$ cat src/design/stp_pkg.sv
// ----------------------------------------------------------------------------
// stp_pkg: shared types and constants for the sequential turn arrow pixel
// Segment geometry, register codes, transaction payloads and the
// per-position distance tables used by the pixel pipeline.
// ----------------------------------------------------------------------------
package stp_pkg;

  // Segment geometry
  localparam int MAIN_HEIGHT  = 8;
  localparam int MAIN_WIDTH   = 16;
  localparam int STRIP_HEIGHT = 4;
  localparam int STRIP_WIDTH  = 16;

  localparam int MAIN_H_M1  = MAIN_HEIGHT - 1;
  localparam int MAIN_W_M1  = MAIN_WIDTH - 1;
  localparam int STRIP_H_M1 = STRIP_HEIGHT - 1;
  localparam int STRIP_W_M1 = STRIP_WIDTH - 1;

  // Field widths
  localparam int SEG_W      = 2;
  localparam int POS_W      = 6;
  localparam int LUT_DEPTH  = 2 ** POS_W;
  localparam int TIME_W     = 32;
  localparam int PERIOD_W   = 11;
  localparam int HALF_W     = PERIOD_W - 1;
  localparam int COLOUR_W   = 24;
  localparam int CHAN_W     = 8;
  localparam int TRAVEL_W   = 8;
  localparam int WING_W     = 6;
  localparam int REACH_W    = 9;
  localparam int PROD_W     = 20;
  localparam int CFG_IDX_W  = 2;
  localparam int CFG_DATA_W = COLOUR_W;

  // Blink timing
  localparam int PERIOD_MIN   = 200;
  localparam int PERIOD_MAX   = 1500;
  localparam int PERIOD_RESET = 700;
  localparam int FRONT_SPAN   = 400;
  localparam int TRAVEL_SPAN  = 255;
  localparam int WING_SPAN    = 40;

  localparam logic [COLOUR_W-1:0] TURN_RESET  = 24'hFF8000;
  localparam logic [COLOUR_W-1:0] BRAKE_RESET = 24'hFF0000;

  // Remainder unit: dividend bits retired per pipeline stage
  localparam int MOD_BITS_PER_STAGE = 4;
  localparam int MOD_STAGES         = TIME_W / MOD_BITS_PER_STAGE;

  // Register indexes
  localparam logic [CFG_IDX_W-1:0] REG_BLINK_PERIOD = 2'd0;
  localparam logic [CFG_IDX_W-1:0] REG_TURN_COLOUR  = 2'd1;
  localparam logic [CFG_IDX_W-1:0] REG_BRAKE_COLOUR = 2'd2;

  // Opcodes and segment codes
  localparam logic OPC_START = 1'b0;
  localparam logic OPC_PIXEL = 1'b1;

  localparam logic [SEG_W-1:0] SEG_PANEL  = 2'd0;
  localparam logic [SEG_W-1:0] SEG_TOP    = 2'd1;
  localparam logic [SEG_W-1:0] SEG_BOTTOM = 2'd2;

  // Transaction payloads
  typedef struct packed {
    logic              opcode;
    logic [SEG_W-1:0]  segment;
    logic [POS_W-1:0]  row;
    logic [POS_W-1:0]  col;
    logic [TIME_W-1:0] now_ms;
    logic              braking;
  } pix_req_t;

  typedef struct packed {
    logic [CHAN_W-1:0] red;
    logic [CHAN_W-1:0] green;
    logic [CHAN_W-1:0] blue;
  } rgb_t;

  typedef struct packed {
    logic [PERIOD_W-1:0] blink_period_ms;
    logic [COLOUR_W-1:0] turn_colour;
    logic [COLOUR_W-1:0] brake_colour;
  } cfg_t;

  // What a pixel resolves to before the blink phase is known
  typedef enum logic [1:0] {
    PIX_BLACK,
    PIX_BRAKE,
    PIX_SWEEP
  } pix_kind_e;

  typedef struct packed {
    pix_kind_e          kind;
    logic [REACH_W-1:0] reach;
  } pix_tag_t;

  typedef struct packed {
    pix_tag_t          tag;
    logic [TIME_W-1:0] elapsed;
  } entry_t;

  typedef struct packed {
    pix_tag_t            tag;
    logic [PERIOD_W-1:0] phase;
  } phase_t;

  // Distance tables, indexed by column (travel) or row (wing)
  typedef logic [LUT_DEPTH-1:0][TRAVEL_W-1:0] travel_lut_t;
  typedef logic [LUT_DEPTH-1:0][WING_W-1:0]   wing_lut_t;

  function automatic travel_lut_t main_travel_lut();
    travel_lut_t t;
    t = '0;
    for (int i = 0; i < MAIN_WIDTH; i++) begin
      t[i] = TRAVEL_W'((MAIN_W_M1 - i) * TRAVEL_SPAN / MAIN_W_M1);
    end
    return t;
  endfunction

  function automatic travel_lut_t strip_travel_lut();
    travel_lut_t t;
    t = '0;
    for (int i = 0; i < STRIP_WIDTH; i++) begin
      t[i] = TRAVEL_W'((STRIP_W_M1 - i) * TRAVEL_SPAN / STRIP_W_M1);
    end
    return t;
  endfunction

  function automatic wing_lut_t main_wing_lut();
    wing_lut_t t;
    int        dr;
    t = '0;
    for (int i = 0; i < MAIN_HEIGHT; i++) begin
      dr = 2 * i - MAIN_H_M1;
      if (dr < 0) dr = -dr;
      t[i] = WING_W'(dr * WING_SPAN / MAIN_H_M1);
    end
    return t;
  endfunction

  function automatic wing_lut_t strip_wing_lut();
    wing_lut_t t;
    int        dr;
    t = '0;
    for (int i = 0; i < STRIP_HEIGHT; i++) begin
      dr = 2 * i - STRIP_H_M1;
      if (dr < 0) dr = -dr;
      t[i] = WING_W'(dr * WING_SPAN / STRIP_H_M1);
    end
    return t;
  endfunction

  localparam travel_lut_t MAIN_TRAVEL  = main_travel_lut();
  localparam travel_lut_t STRIP_TRAVEL = strip_travel_lut();
  localparam wing_lut_t   MAIN_WING    = main_wing_lut();
  localparam wing_lut_t   STRIP_WING   = strip_wing_lut();

endpackage

$ cat src/design/stp_pix_if.sv
// ----------------------------------------------------------------------------
// stp_pix_if: pixel request channel
// Valid/ready stream carrying one start or pixel request per transaction.
// ----------------------------------------------------------------------------
interface stp_pix_if import stp_pkg::*; ();
  logic     valid;
  logic     ready;
  pix_req_t payload;

  modport source (output valid, output payload, input ready);
  modport sink   (input valid, input payload, output ready);
endinterface

$ cat src/design/stp_rgb_if.sv
// ----------------------------------------------------------------------------
// stp_rgb_if: pixel color channel
// Valid/ready stream carrying one RGB result per transaction.
// ----------------------------------------------------------------------------
interface stp_rgb_if import stp_pkg::*; ();
  logic valid;
  logic ready;
  rgb_t payload;

  modport source (output valid, output payload, input ready);
  modport sink   (input valid, input payload, output ready);
endinterface

$ cat src/design/stp_cfg.sv
// ----------------------------------------------------------------------------
// stp_cfg: configuration registers
// Blink period (saturated on write), turn color and brake color.
// ----------------------------------------------------------------------------
module stp_cfg import stp_pkg::*; (
  input  logic                  clk_i,
  input  logic                  rst_ni,
  input  logic                  cfg_we_i,
  input  logic [CFG_IDX_W-1:0]  cfg_idx_i,
  input  logic [CFG_DATA_W-1:0] cfg_data_i,
  output cfg_t                  cfg_o
);

  cfg_t                cfg_q;
  logic [PERIOD_W-1:0] period_sat;

  // Clamp written period into the legal blink range
  always_comb begin
    period_sat = cfg_data_i[PERIOD_W-1:0];
    if (period_sat < PERIOD_W'(PERIOD_MIN)) period_sat = PERIOD_W'(PERIOD_MIN);
    if (period_sat > PERIOD_W'(PERIOD_MAX)) period_sat = PERIOD_W'(PERIOD_MAX);
  end

  always_ff @(posedge clk_i or negedge rst_ni) begin
    if (!rst_ni) begin
      cfg_q.blink_period_ms <= PERIOD_W'(PERIOD_RESET);
      cfg_q.turn_colour     <= TURN_RESET;
      cfg_q.brake_colour    <= BRAKE_RESET;
    end else if (cfg_we_i) begin
      case (cfg_idx_i)
        REG_BLINK_PERIOD: cfg_q.blink_period_ms <= period_sat;
        REG_TURN_COLOUR:  cfg_q.turn_colour     <= cfg_data_i[COLOUR_W-1:0];
        REG_BRAKE_COLOUR: cfg_q.brake_colour    <= cfg_data_i[COLOUR_W-1:0];
        default: ;
      endcase
    end
  end

  assign cfg_o = cfg_q;

endmodule

$ cat src/design/stp_entry.sv
// ----------------------------------------------------------------------------
// stp_entry: request decode stage
// Records the start time, classifies the pixel, looks up its travel and
// wing distances and forms the elapsed time for the remainder unit.
// ----------------------------------------------------------------------------
module stp_entry import stp_pkg::*; (
  input  logic     clk_i,
  input  logic     rst_ni,
  input  logic     in_valid_i,
  output logic     in_ready_o,
  input  pix_req_t in_data_i,
  output logic     out_valid_o,
  input  logic     out_ready_i,
  output entry_t   out_data_o
);

  logic [TIME_W-1:0]   start_q;
  logic                vld_q;
  entry_t              data_q;
  logic                accept;
  logic                is_pixel;
  logic                pos_ok;
  logic [TRAVEL_W-1:0] travel;
  logic [WING_W-1:0]   wing;
  pix_tag_t            tag_d;

  assign in_ready_o = !vld_q || out_ready_i;
  assign accept     = in_valid_i && in_ready_o;
  assign is_pixel   = (in_data_i.opcode == OPC_PIXEL);

  // Segment bounds and distance lookup
  always_comb begin
    pos_ok = 1'b0;
    travel = '0;
    wing   = '0;
    case (in_data_i.segment)
      SEG_PANEL: begin
        pos_ok = ({1'b0, in_data_i.row} < (POS_W + 1)'(MAIN_HEIGHT)) &&
                 ({1'b0, in_data_i.col} < (POS_W + 1)'(MAIN_WIDTH));
        travel = MAIN_TRAVEL[in_data_i.col];
        wing   = MAIN_WING[in_data_i.row];
      end
      SEG_TOP, SEG_BOTTOM: begin
        pos_ok = ({1'b0, in_data_i.row} < (POS_W + 1)'(STRIP_HEIGHT)) &&
                 ({1'b0, in_data_i.col} < (POS_W + 1)'(STRIP_WIDTH));
        travel = STRIP_TRAVEL[in_data_i.col];
        wing   = STRIP_WING[in_data_i.row];
      end
      default: pos_ok = 1'b0;
    endcase
  end

  // Pixel class: black off-panel, solid brake, or swept
  always_comb begin
    tag_d.reach = REACH_W'(travel) + REACH_W'(wing);
    if (!pos_ok) begin
      tag_d.kind = PIX_BLACK;
    end else if (in_data_i.braking && (in_data_i.segment != SEG_TOP)) begin
      tag_d.kind = PIX_BRAKE;
    end else begin
      tag_d.kind = PIX_SWEEP;
    end
  end

  // Control: start requests end here and leave a bubble
  always_ff @(posedge clk_i or negedge rst_ni) begin
    if (!rst_ni) begin
      vld_q   <= 1'b0;
      start_q <= '0;
    end else begin
      if (accept && !is_pixel) start_q <= in_data_i.now_ms;
      if (in_ready_o) vld_q <= accept && is_pixel;
    end
  end

  // Payload
  always_ff @(posedge clk_i) begin
    if (accept && is_pixel) begin
      data_q.tag     <= tag_d;
      data_q.elapsed <= in_data_i.now_ms - start_q;
    end
  end

  assign out_valid_o = vld_q;
  assign out_data_o  = data_q;

endmodule

$ cat src/design/stp_mod.sv
// ----------------------------------------------------------------------------
// stp_mod: pipelined remainder unit
// Elapsed time modulo the blink period, restoring style, a few dividend
// bits per stage. Each stage advances on its own so bubbles collapse.
// ----------------------------------------------------------------------------
module stp_mod import stp_pkg::*; (
  input  logic                clk_i,
  input  logic                rst_ni,
  input  logic [PERIOD_W-1:0] period_i,
  input  logic                in_valid_i,
  output logic                in_ready_o,
  input  entry_t              in_data_i,
  output logic                out_valid_o,
  input  logic                out_ready_i,
  output phase_t              out_data_o
);

  logic                vld_q [MOD_STAGES];
  logic [PERIOD_W-1:0] rem_q [MOD_STAGES];
  logic [TIME_W-1:0]   dvd_q [MOD_STAGES];
  pix_tag_t            tag_q [MOD_STAGES];
  logic [MOD_STAGES:0] rdy;

  // Retire a group of dividend bits into the partial remainder
  function automatic logic [PERIOD_W-1:0] mod_step(
    input logic [PERIOD_W-1:0]           rem,
    input logic [MOD_BITS_PER_STAGE-1:0] bits,
    input logic [PERIOD_W-1:0]           per
  );
    logic [PERIOD_W:0]   acc;
    logic [PERIOD_W-1:0] r;
    r = rem;
    for (int b = MOD_BITS_PER_STAGE - 1; b >= 0; b--) begin
      acc = {r, bits[b]};
      if (acc >= {1'b0, per}) acc = acc - {1'b0, per};
      r = acc[PERIOD_W-1:0];
    end
    return r;
  endfunction

  // A stage may load when it is empty or its successor moves
  always_comb begin
    rdy[MOD_STAGES] = out_ready_i;
    for (int s = MOD_STAGES - 1; s >= 0; s--) begin
      rdy[s] = !vld_q[s] || rdy[s+1];
    end
  end

  assign in_ready_o = rdy[0];

  for (genvar s = 0; s < MOD_STAGES; s++) begin : g_stage
    logic                src_vld;
    logic [PERIOD_W-1:0] src_rem;
    logic [TIME_W-1:0]   src_dvd;
    pix_tag_t            src_tag;

    if (s == 0) begin : g_first
      assign src_vld = in_valid_i;
      assign src_rem = '0;
      assign src_dvd = in_data_i.elapsed;
      assign src_tag = in_data_i.tag;
    end else begin : g_next
      assign src_vld = vld_q[s-1];
      assign src_rem = rem_q[s-1];
      assign src_dvd = dvd_q[s-1];
      assign src_tag = tag_q[s-1];
    end

    always_ff @(posedge clk_i or negedge rst_ni) begin
      if (!rst_ni) begin
        vld_q[s] <= 1'b0;
      end else if (rdy[s]) begin
        vld_q[s] <= src_vld;
      end
    end

    always_ff @(posedge clk_i) begin
      if (rdy[s] && src_vld) begin
        rem_q[s] <= mod_step(src_rem, src_dvd[TIME_W-1 -: MOD_BITS_PER_STAGE], period_i);
        dvd_q[s] <= src_dvd << MOD_BITS_PER_STAGE;
        tag_q[s] <= src_tag;
      end
    end
  end

  assign out_valid_o      = vld_q[MOD_STAGES-1];
  assign out_data_o.tag   = tag_q[MOD_STAGES-1];
  assign out_data_o.phase = rem_q[MOD_STAGES-1];

endmodule

$ cat src/design/stp_shade.sv
// ----------------------------------------------------------------------------
// stp_shade: sweep test and color select
// Stage A scales distance and phase so the sweep front needs no divide;
// stage B compares and registers the final color.
// ----------------------------------------------------------------------------
module stp_shade import stp_pkg::*; (
  input  logic   clk_i,
  input  logic   rst_ni,
  input  cfg_t   cfg_i,
  input  logic   in_valid_i,
  output logic   in_ready_o,
  input  phase_t in_data_i,
  output logic   out_valid_o,
  input  logic   out_ready_i,
  output rgb_t   out_data_o
);

  logic              a_vld_q;
  pix_kind_e         a_kind_q;
  logic              a_first_q;
  logic [PROD_W-1:0] a_lhs_q;
  logic [PROD_W-1:0] a_rhs_q;
  logic              b_vld_q;
  rgb_t              b_rgb_q;
  logic              rdy_a;
  logic              rdy_b;
  logic [HALF_W-1:0] half;
  logic [COLOUR_W-1:0] colour;

  assign half       = cfg_i.blink_period_ms[PERIOD_W-1:1];
  assign rdy_b      = !b_vld_q || out_ready_i;
  assign rdy_a      = !a_vld_q || rdy_b;
  assign in_ready_o = rdy_a;

  // front >= reach  <=>  phase * FRONT_SPAN >= reach * half
  always_ff @(posedge clk_i or negedge rst_ni) begin
    if (!rst_ni) begin
      a_vld_q <= 1'b0;
    end else if (rdy_a) begin
      a_vld_q <= in_valid_i;
    end
  end

  always_ff @(posedge clk_i) begin
    if (rdy_a && in_valid_i) begin
      a_kind_q  <= in_data_i.tag.kind;
      a_first_q <= in_data_i.phase < PERIOD_W'(half);
      a_lhs_q   <= PROD_W'(in_data_i.tag.reach) * PROD_W'(half);
      a_rhs_q   <= PROD_W'(in_data_i.phase) * PROD_W'(FRONT_SPAN);
    end
  end

  // Color select
  always_comb begin
    case (a_kind_q)
      PIX_SWEEP: colour = (a_first_q && (a_lhs_q <= a_rhs_q)) ? cfg_i.turn_colour : '0;
      PIX_BRAKE: colour = cfg_i.brake_colour;
      default:   colour = '0;
    endcase
  end

  always_ff @(posedge clk_i or negedge rst_ni) begin
    if (!rst_ni) begin
      b_vld_q <= 1'b0;
    end else if (rdy_b) begin
      b_vld_q <= a_vld_q;
    end
  end

  always_ff @(posedge clk_i) begin
    if (rdy_b && a_vld_q) begin
      b_rgb_q <= rgb_t'(colour);
    end
  end

  assign out_valid_o = b_vld_q;
  assign out_data_o  = b_rgb_q;

endmodule

$ cat src/design/sequential_turn_arrow_pixel_top.sv
// ----------------------------------------------------------------------------
// sequential_turn_arrow_pixel_top: sequential turn arrow pixel generator
// Takes one request per cycle unless stalled; returns each pixel's RGB color.
// ----------------------------------------------------------------------------
// Usage:
//   pix_i carries requests. Opcode start latches now_ms as the animation
//   start and returns nothing; opcode pixel returns exactly one color on
//   rgb_o, in request order.
//   cfg_we_i/cfg_idx_i/cfg_data_i write blink period, turn color and brake
//   color; write them only while no pixel is in flight.
// Pipeline and throughput:
//   A pixel passes through one decode stage, eight remainder stages
//   retiring four bits of the 32-bit elapsed time each, and two shading
//   stages. One request is accepted per cycle while the output is not
//   stalled.
// Reset:
//   All stages empty, start time zero, period 700 ms, turn 0xFF8000,
//   brake 0xFF0000.
// Stall:
//   Every stage holds its own valid bit and loads when empty or when its
//   successor moves, so input stays ready until the pipeline is full.
// ----------------------------------------------------------------------------
module sequential_turn_arrow_pixel_top import stp_pkg::*; (
  input  logic                  clk_i,
  input  logic                  rst_ni,
  input  logic                  cfg_we_i,
  input  logic [CFG_IDX_W-1:0]  cfg_idx_i,
  input  logic [CFG_DATA_W-1:0] cfg_data_i,
  stp_pix_if.sink               pix_i,
  stp_rgb_if.source             rgb_o
);

  cfg_t   cfg;
  logic   ent_valid;
  logic   ent_ready;
  entry_t ent_data;
  logic   mod_valid;
  logic   mod_ready;
  phase_t mod_data;

  stp_cfg u_cfg (
    .clk_i      (clk_i),
    .rst_ni     (rst_ni),
    .cfg_we_i   (cfg_we_i),
    .cfg_idx_i  (cfg_idx_i),
    .cfg_data_i (cfg_data_i),
    .cfg_o      (cfg)
  );

  stp_entry u_entry (
    .clk_i       (clk_i),
    .rst_ni      (rst_ni),
    .in_valid_i  (pix_i.valid),
    .in_ready_o  (pix_i.ready),
    .in_data_i   (pix_i.payload),
    .out_valid_o (ent_valid),
    .out_ready_i (ent_ready),
    .out_data_o  (ent_data)
  );

  stp_mod u_mod (
    .clk_i       (clk_i),
    .rst_ni      (rst_ni),
    .period_i    (cfg.blink_period_ms),
    .in_valid_i  (ent_valid),
    .in_ready_o  (ent_ready),
    .in_data_i   (ent_data),
    .out_valid_o (mod_valid),
    .out_ready_i (mod_ready),
    .out_data_o  (mod_data)
  );

  stp_shade u_shade (
    .clk_i       (clk_i),
    .rst_ni      (rst_ni),
    .cfg_i       (cfg),
    .in_valid_i  (mod_valid),
    .in_ready_o  (mod_ready),
    .in_data_i   (mod_data),
    .out_valid_o (rgb_o.valid),
    .out_ready_i (rgb_o.ready),
    .out_data_o  (rgb_o.payload)
  );

endmodule

$ cat src/flat_wrapper.sv
// flat-port wrapper written by rule: the top's interface ports become plain ports
module sequential_turn_arrow_pixel_top_flat import stp_pkg::*;
  (clk_i, rst_ni, cfg_we_i, cfg_idx_i, cfg_data_i, pix_i_valid, pix_i_payload, pix_i_ready, rgb_o_valid, rgb_o_payload, rgb_o_ready);
  stp_pix_if pix_i_i ();
  stp_rgb_if rgb_o_i ();
  input  logic clk_i;
  input  logic rst_ni;
  input  logic cfg_we_i;
  input  logic [CFG_IDX_W-1:0] cfg_idx_i;
  input  logic [CFG_DATA_W-1:0] cfg_data_i;
  input wire logic [$bits(pix_i_i.valid)-1:0] pix_i_valid;
  input wire logic [$bits(pix_i_i.payload)-1:0] pix_i_payload;
  output wire logic [$bits(pix_i_i.ready)-1:0] pix_i_ready;
  output wire logic [$bits(rgb_o_i.valid)-1:0] rgb_o_valid;
  output wire logic [$bits(rgb_o_i.payload)-1:0] rgb_o_payload;
  input wire logic [$bits(rgb_o_i.ready)-1:0] rgb_o_ready;
  assign pix_i_i.valid = pix_i_valid;
  assign pix_i_i.payload = pix_i_payload;
  assign pix_i_ready = pix_i_i.ready;
  assign rgb_o_valid = rgb_o_i.valid;
  assign rgb_o_payload = rgb_o_i.payload;
  assign rgb_o_i.ready = rgb_o_ready;
  sequential_turn_arrow_pixel_top u_core (.clk_i(clk_i), .rst_ni(rst_ni), .cfg_we_i(cfg_we_i), .cfg_idx_i(cfg_idx_i), .cfg_data_i(cfg_data_i), .pix_i(pix_i_i), .rgb_o(rgb_o_i));
endmodule
$ cat config.mk
export PLATFORM = sky130hd
export DESIGN_NAME = sequential_turn_arrow_pixel_top_flat
export DESIGN_NICKNAME = d
export VERILOG_FILES = /design/src/design/stp_pkg.sv /design/src/design/stp_pix_if.sv /design/src/design/stp_rgb_if.sv /design/src/design/stp_cfg.sv /design/src/design/stp_entry.sv /design/src/design/stp_mod.sv /design/src/design/stp_shade.sv /design/src/design/sequential_turn_arrow_pixel_top.sv /design/src/flat_wrapper.sv
export SDC_FILE = /design/constraint.sdc
export NUM_CORES = 2
export LEC_CHECK = 0
export BUFFER_PORTS_ARGS = -buffer_cell sky130_fd_sc_hd__buf_2
export CAP_MARGIN = 5
export CORE_ASPECT_RATIO = 0.8
export CORE_UTILIZATION = 40
export CTS_CLUSTER_DIAMETER = 150
export DETAILED_ROUTE_END_ITERATION = 7
export PLACE_DENSITY = 0.66
export REMOVE_ABC_BUFFERS = 1
export SYNTH_ARGS = -nofsm -noshare
export SYNTH_HDL_FRONTEND = slang
export SYNTH_SLANG_ARGS = --single-unit
$ cat constraint.sdc
create_clock -name clk_i -period 12.5 [get_ports clk_i]
set_clock_uncertainty 0.15 [all_clocks]
set_input_delay 1.875 -clock clk_i [delete_from_list [all_inputs] [get_ports clk_i]]
set_output_delay 1.875 -clock clk_i [all_outputs]
set_load 0.01 [all_outputs]
==> impl_metrics.json <==
{
  "status": "complete, no violations",
  "cts-hold-fix-buffers": 0,
  "period_needed_ps": 11460,
  "compound_gate_portion_of_the_synthesized_area": 0.1391,
  "initial_core_util": 0.4046,
  "grt_start_max_net_pins": 55,
  "worst_setup_hold_path_clk_slew_ps": 60,
  "ys_types": 85,
  "synth_top_area_cell": "sky130_fd_sc_hd__edfxtp_1",
  "final_setup_violations": 0,
  "insertion_delay_ps": 630,
  "synthXorXnorAreaFrac": 0.05331,
  "worst-slew-pin-transition_ps": 1197,
  "post_cts_setup_repair_buffer_count": 0,
  "rr_startpoint": "u_core.u_cfg.cfg_o[50]$_DFFE_PN1P_",
  "cp_slowest_cell": "sky130_fd_sc_hd__dfstp_2",
  "clock-root-buffer": "sky130_fd_sc_hd__clkbuf_16",
  "hold_viol": 0,
  "synthesis.yosys.warnings": 0,
  "synth_commonest_cells": "sky130_fd_sc_hd__ha_1, sky130_fd_sc_hd__edfxtp_1, sky130_fd_sc_hd__inv_1",
  "timing.reg2reg.setup_slack_ps": 1040,
  "chipWidth_um": 362.4,
  "wl_cell_um": 18.48,
  "grt_pass1_wl_mm": 166.7,
  "synth_top_family_by_area": "adder cells",
  "maxCapViolations": 0,
  "max_freq_mhz": 87.27,
  "final_cell_count_no_fill": 5678,
  "timing.hold.ws_ps": 259.8,
  "worst_slew_margin_rel": 0.2004,
  "cp_slowest_stage_delay_ps": 660,
  "synth-simple-area-share": 0.1332,
  "die-height_um": 290.3,
  "synth_area_per_inst_um2": 10.13,
  "vias": 31500,
  "numPortBuffers": 104,
  "dp_hpwl_mm": 78.68,
  "drt_first_pass_iters": 5,
  "cts_repair_resize_count": 0,
  "synthDominantCellAreaShare": 0.2839,
  "globalRouteOverflowTotal": 0,
  "yosys_register_bits": 495,
  "critical_path.startpoint_type": "flip-flop",
  "post_synth_inst_count": 4103,
  "finalCritPeriodShare": 0.9167,
  "layout-drive-gt1-share": 0.1482,
  "placeableCoreArea_um2": 102700,
  "reg_to_reg_end": "u_core.u_mod.rem_q[1][35]$_DFFE_PP_",
  "gp_routability_congestion": 0.9231,
  "worst_endpoint_required_time_ps": 12710,
  "place_inst": 5576,
  "unrepaired_setup_endpoints_after_global_routing": "no",
  "synth_most_common_cell": "sky130_fd_sc_hd__ha_1",
  "startpoint": "u_core.u_cfg.cfg_o[50]$_DFFE_PN1P_",
  "finalCoreUtilization": 0.4462,
  "first_global_vias": 30120,
  "synth_edf_count": 393,
  "worst-setup-path-type": "flip-flop to flip-flop",
  "cts.htree.levels": 2,
  "r2r_cells": 36,
  "layout.nets": 4902,
  "worstSetupEndpointType": "flip-flop",
  "antenna_left": 0,
  "critPathArrivalTime_ps": 11670,
  "path_common_cell": "sky130_fd_sc_hd__a21oi_1",
  "cts.sink_count": 495,
  "drt_first_iter_violations": 2228,
  "io_pins": 105,
  "wl_mm": 104.9,
  "antenna_found_initial": 8,
  "via_count_normalized_by_instance_count": 5.548,
  "synthFlopType": "sky130_fd_sc_hd__edfxtp_1",
  "cts_tree": "done",
  "synth.top_cells.by_area": "sky130_fd_sc_hd__edfxtp_1, sky130_fd_sc_hd__ha_1, sky130_fd_sc_hd__mux2_2",
  "area_growth_pct": 10.29,
  "yosysSeqAreaShare": 0.3460,
  "rows": 105,
  "drc": 0,
  "grt_resource_usage_total": 0.1968,
  "synth-adder-area-share": 0.1923,
  "worstSetupEndpoint": "u_core.u_mod.rem_q[1][35]$_DFFE_PP_",
  "fin_tns_setup_ps": 0,
  "post_synth_instance_area_um2": 41570,
  "hold_class": "flip-flop to flip-flop",
  "yosys-mux-area-fraction": 0.09569,
  "fp.dieArea_um2": 105200,
  "final_max_slew_viol_count": 0,
  "async_reset_ff_frac": 0.2061,
  "numCtsBuffers": 54,
  "cts_buffer_depth": 3,
  "cp_max_fo": 16
}
==> final cells by class <==
type,instances,area (µm²)
clock buffer,66,1511
antenna,1,2.502
sequential,495,14390
clock inverter,35,302.8
timing repair buffer,163,1003
inverter,352,1321
fill,9684,56890
multi-input combinational,3175,25580
tap,1391,1740
==> registers in the layout (all words and copies together), names as in the netlist, 2 cells and up <==
signal                        count
u_core.u_entry.start_q           32
u_core.u_shade.a_kind_q           2
u_core.u_entry.out_data_o        43
u_core.u_cfg.cfg_o               59
u_core.u_mod.tag_q               88
u_core.u_mod.g_stage.src_vld      7
u_core.u_shade.out_data_o        24
u_core.u_mod.rem_q               88
u_core.u_shade.a_lhs_q           19
u_core.u_mod.dvd_q              112
u_core.u_shade.a_rhs_q           16
==> routing by layer <==
layer	vias up	track usage	wire length, µm
li1	15360	-	-
met1	15210	0.3034	52800
met2	823	0.2948	44430
met3	105	0.02195	5870
met4	0	0.03911	1822
met5	-	0	0
==> logic make-up (layout without fill, tap and decap cells) <==
| logic type | after synthesis | in the layout |
|---|---|---|
| XOR/XNOR | 253 | 253 |
| AO/OA/AOI/OAI | 862 | 862 |
| flip-flops | 495 | 495 |
| multiplexers | 354 | 354 |
| AND/OR/NAND/NOR | 1124 | 1124 |
| buffers and inverters | 433 | 616 |
| adder cells (fa/ha/maj) | 582 | 582 |
| other | 0 | 1 |
==> layout by cell type (no fill, tap or decap), types with 25 or more instances in the layout <==
| master | netlist | layout |
|---|---|---|
| sky130_fd_sc_hd__ha_1 | 487 | 487 |
| sky130_fd_sc_hd__edfxtp_1 | 393 | 393 |
| sky130_fd_sc_hd__inv_1 | 352 | 341 |
| sky130_fd_sc_hd__nor2_1 | 311 | 310 |
| sky130_fd_sc_hd__mux2_2 | 267 | 267 |
| sky130_fd_sc_hd__nand2_1 | 249 | 249 |
| sky130_fd_sc_hd__a21oi_1 | 208 | 208 |
| sky130_fd_sc_hd__o21ai_0 | 200 | 200 |
| sky130_fd_sc_hd__xnor2_1 | 158 | 158 |
| sky130_fd_sc_hd__buf_2 | 10 | 103 |
| sky130_fd_sc_hd__xor2_1 | 95 | 95 |
| sky130_fd_sc_hd__fa_1 | 95 | 95 |
| sky130_fd_sc_hd__nor3_1 | 89 | 89 |
| sky130_fd_sc_hd__a21o_1 | 84 | 84 |
| sky130_fd_sc_hd__dfrtp_1 | 79 | 77 |
| sky130_fd_sc_hd__nand3_1 | 75 | 75 |
| sky130_fd_sc_hd__nor2b_1 | 74 | 69 |
| sky130_fd_sc_hd__mux2i_1 | 67 | 67 |
| sky130_fd_sc_hd__nand4_1 | 62 | 62 |
| sky130_fd_sc_hd__clkbuf_16 | 0 | 58 |
| sky130_fd_sc_hd__buf_4 | 4 | 57 |
| sky130_fd_sc_hd__nand2b_1 | 55 | 55 |
| sky130_fd_sc_hd__and2_1 | 53 | 48 |
| sky130_fd_sc_hd__o21a_1 | 46 | 46 |
| sky130_fd_sc_hd__a21boi_0 | 36 | 36 |
| sky130_fd_sc_hd__and3_1 | 34 | 34 |
| sky130_fd_sc_hd__a211oi_1 | 35 | 34 |
| sky130_fd_sc_hd__o211ai_1 | 29 | 29 |
| sky130_fd_sc_hd__nor4_1 | 26 | 25 |
==> stage by stage <==
stage	setup WS (ps)	instance area, µm²
4_1_cts	1258	45840
3_3_place_gp	1431	44030
2_1_floorplan	691.7	41210
6_report	1042	45850
5_1_grt	301.3	45840
3_5_place_dp	1327	44030
==> worst max-delay path: cells and delay by family (launching register included) <==
family	cells	cell delay, ps
AO/OA/AOI/OAI	19	5170
adder cells (fa/ha/maj)	4	1560
multiplexers	4	1370
buffers and inverters	4	1590
AND/OR/NAND/NOR	5	660
flip-flops	1	660
==> how the worst min path moves through the flow <==
| stage | start | end | slack (ps) | cells after the start |
|---|---|---|---|---|
| 3_5_place_dp | u_core.u_mod.dvd_q[0][15]$_DFFE_PP_ | u_core.u_mod.dvd_q[1][19]$_DFFE_PP_ | 250 | 0 |
| 4_1_cts | u_core.u_mod.dvd_q[1][16]$_DFFE_PP_ | u_core.u_mod.dvd_q[2][20]$_DFFE_PP_ | 260 | 0 |
| 2_1_floorplan | u_core.u_entry.out_data_o[0]$_DFFE_PP_ | u_core.u_mod.dvd_q[0][0]$_DFFE_PP_ | 250 | 0 |
| 3_3_place_gp | u_core.u_mod.tag_q[1][23]$_DFFE_PP_ | u_core.u_mod.tag_q[1][34]$_DFFE_PP_ | 250 | 0 |
| 6_report | u_core.u_mod.dvd_q[1][16]$_DFFE_PP_ | u_core.u_mod.dvd_q[2][20]$_DFFE_PP_ | 260 | 0 |
| 5_1_grt | u_core.u_mod.tag_q[1][5]$_DFFE_PP_ | u_core.u_mod.tag_q[1][16]$_DFFE_PP_ | 270 | 0 |
Power is not shown: default switching activity piles up to over one toggle a cycle in this logic, so the estimate is an artifact.
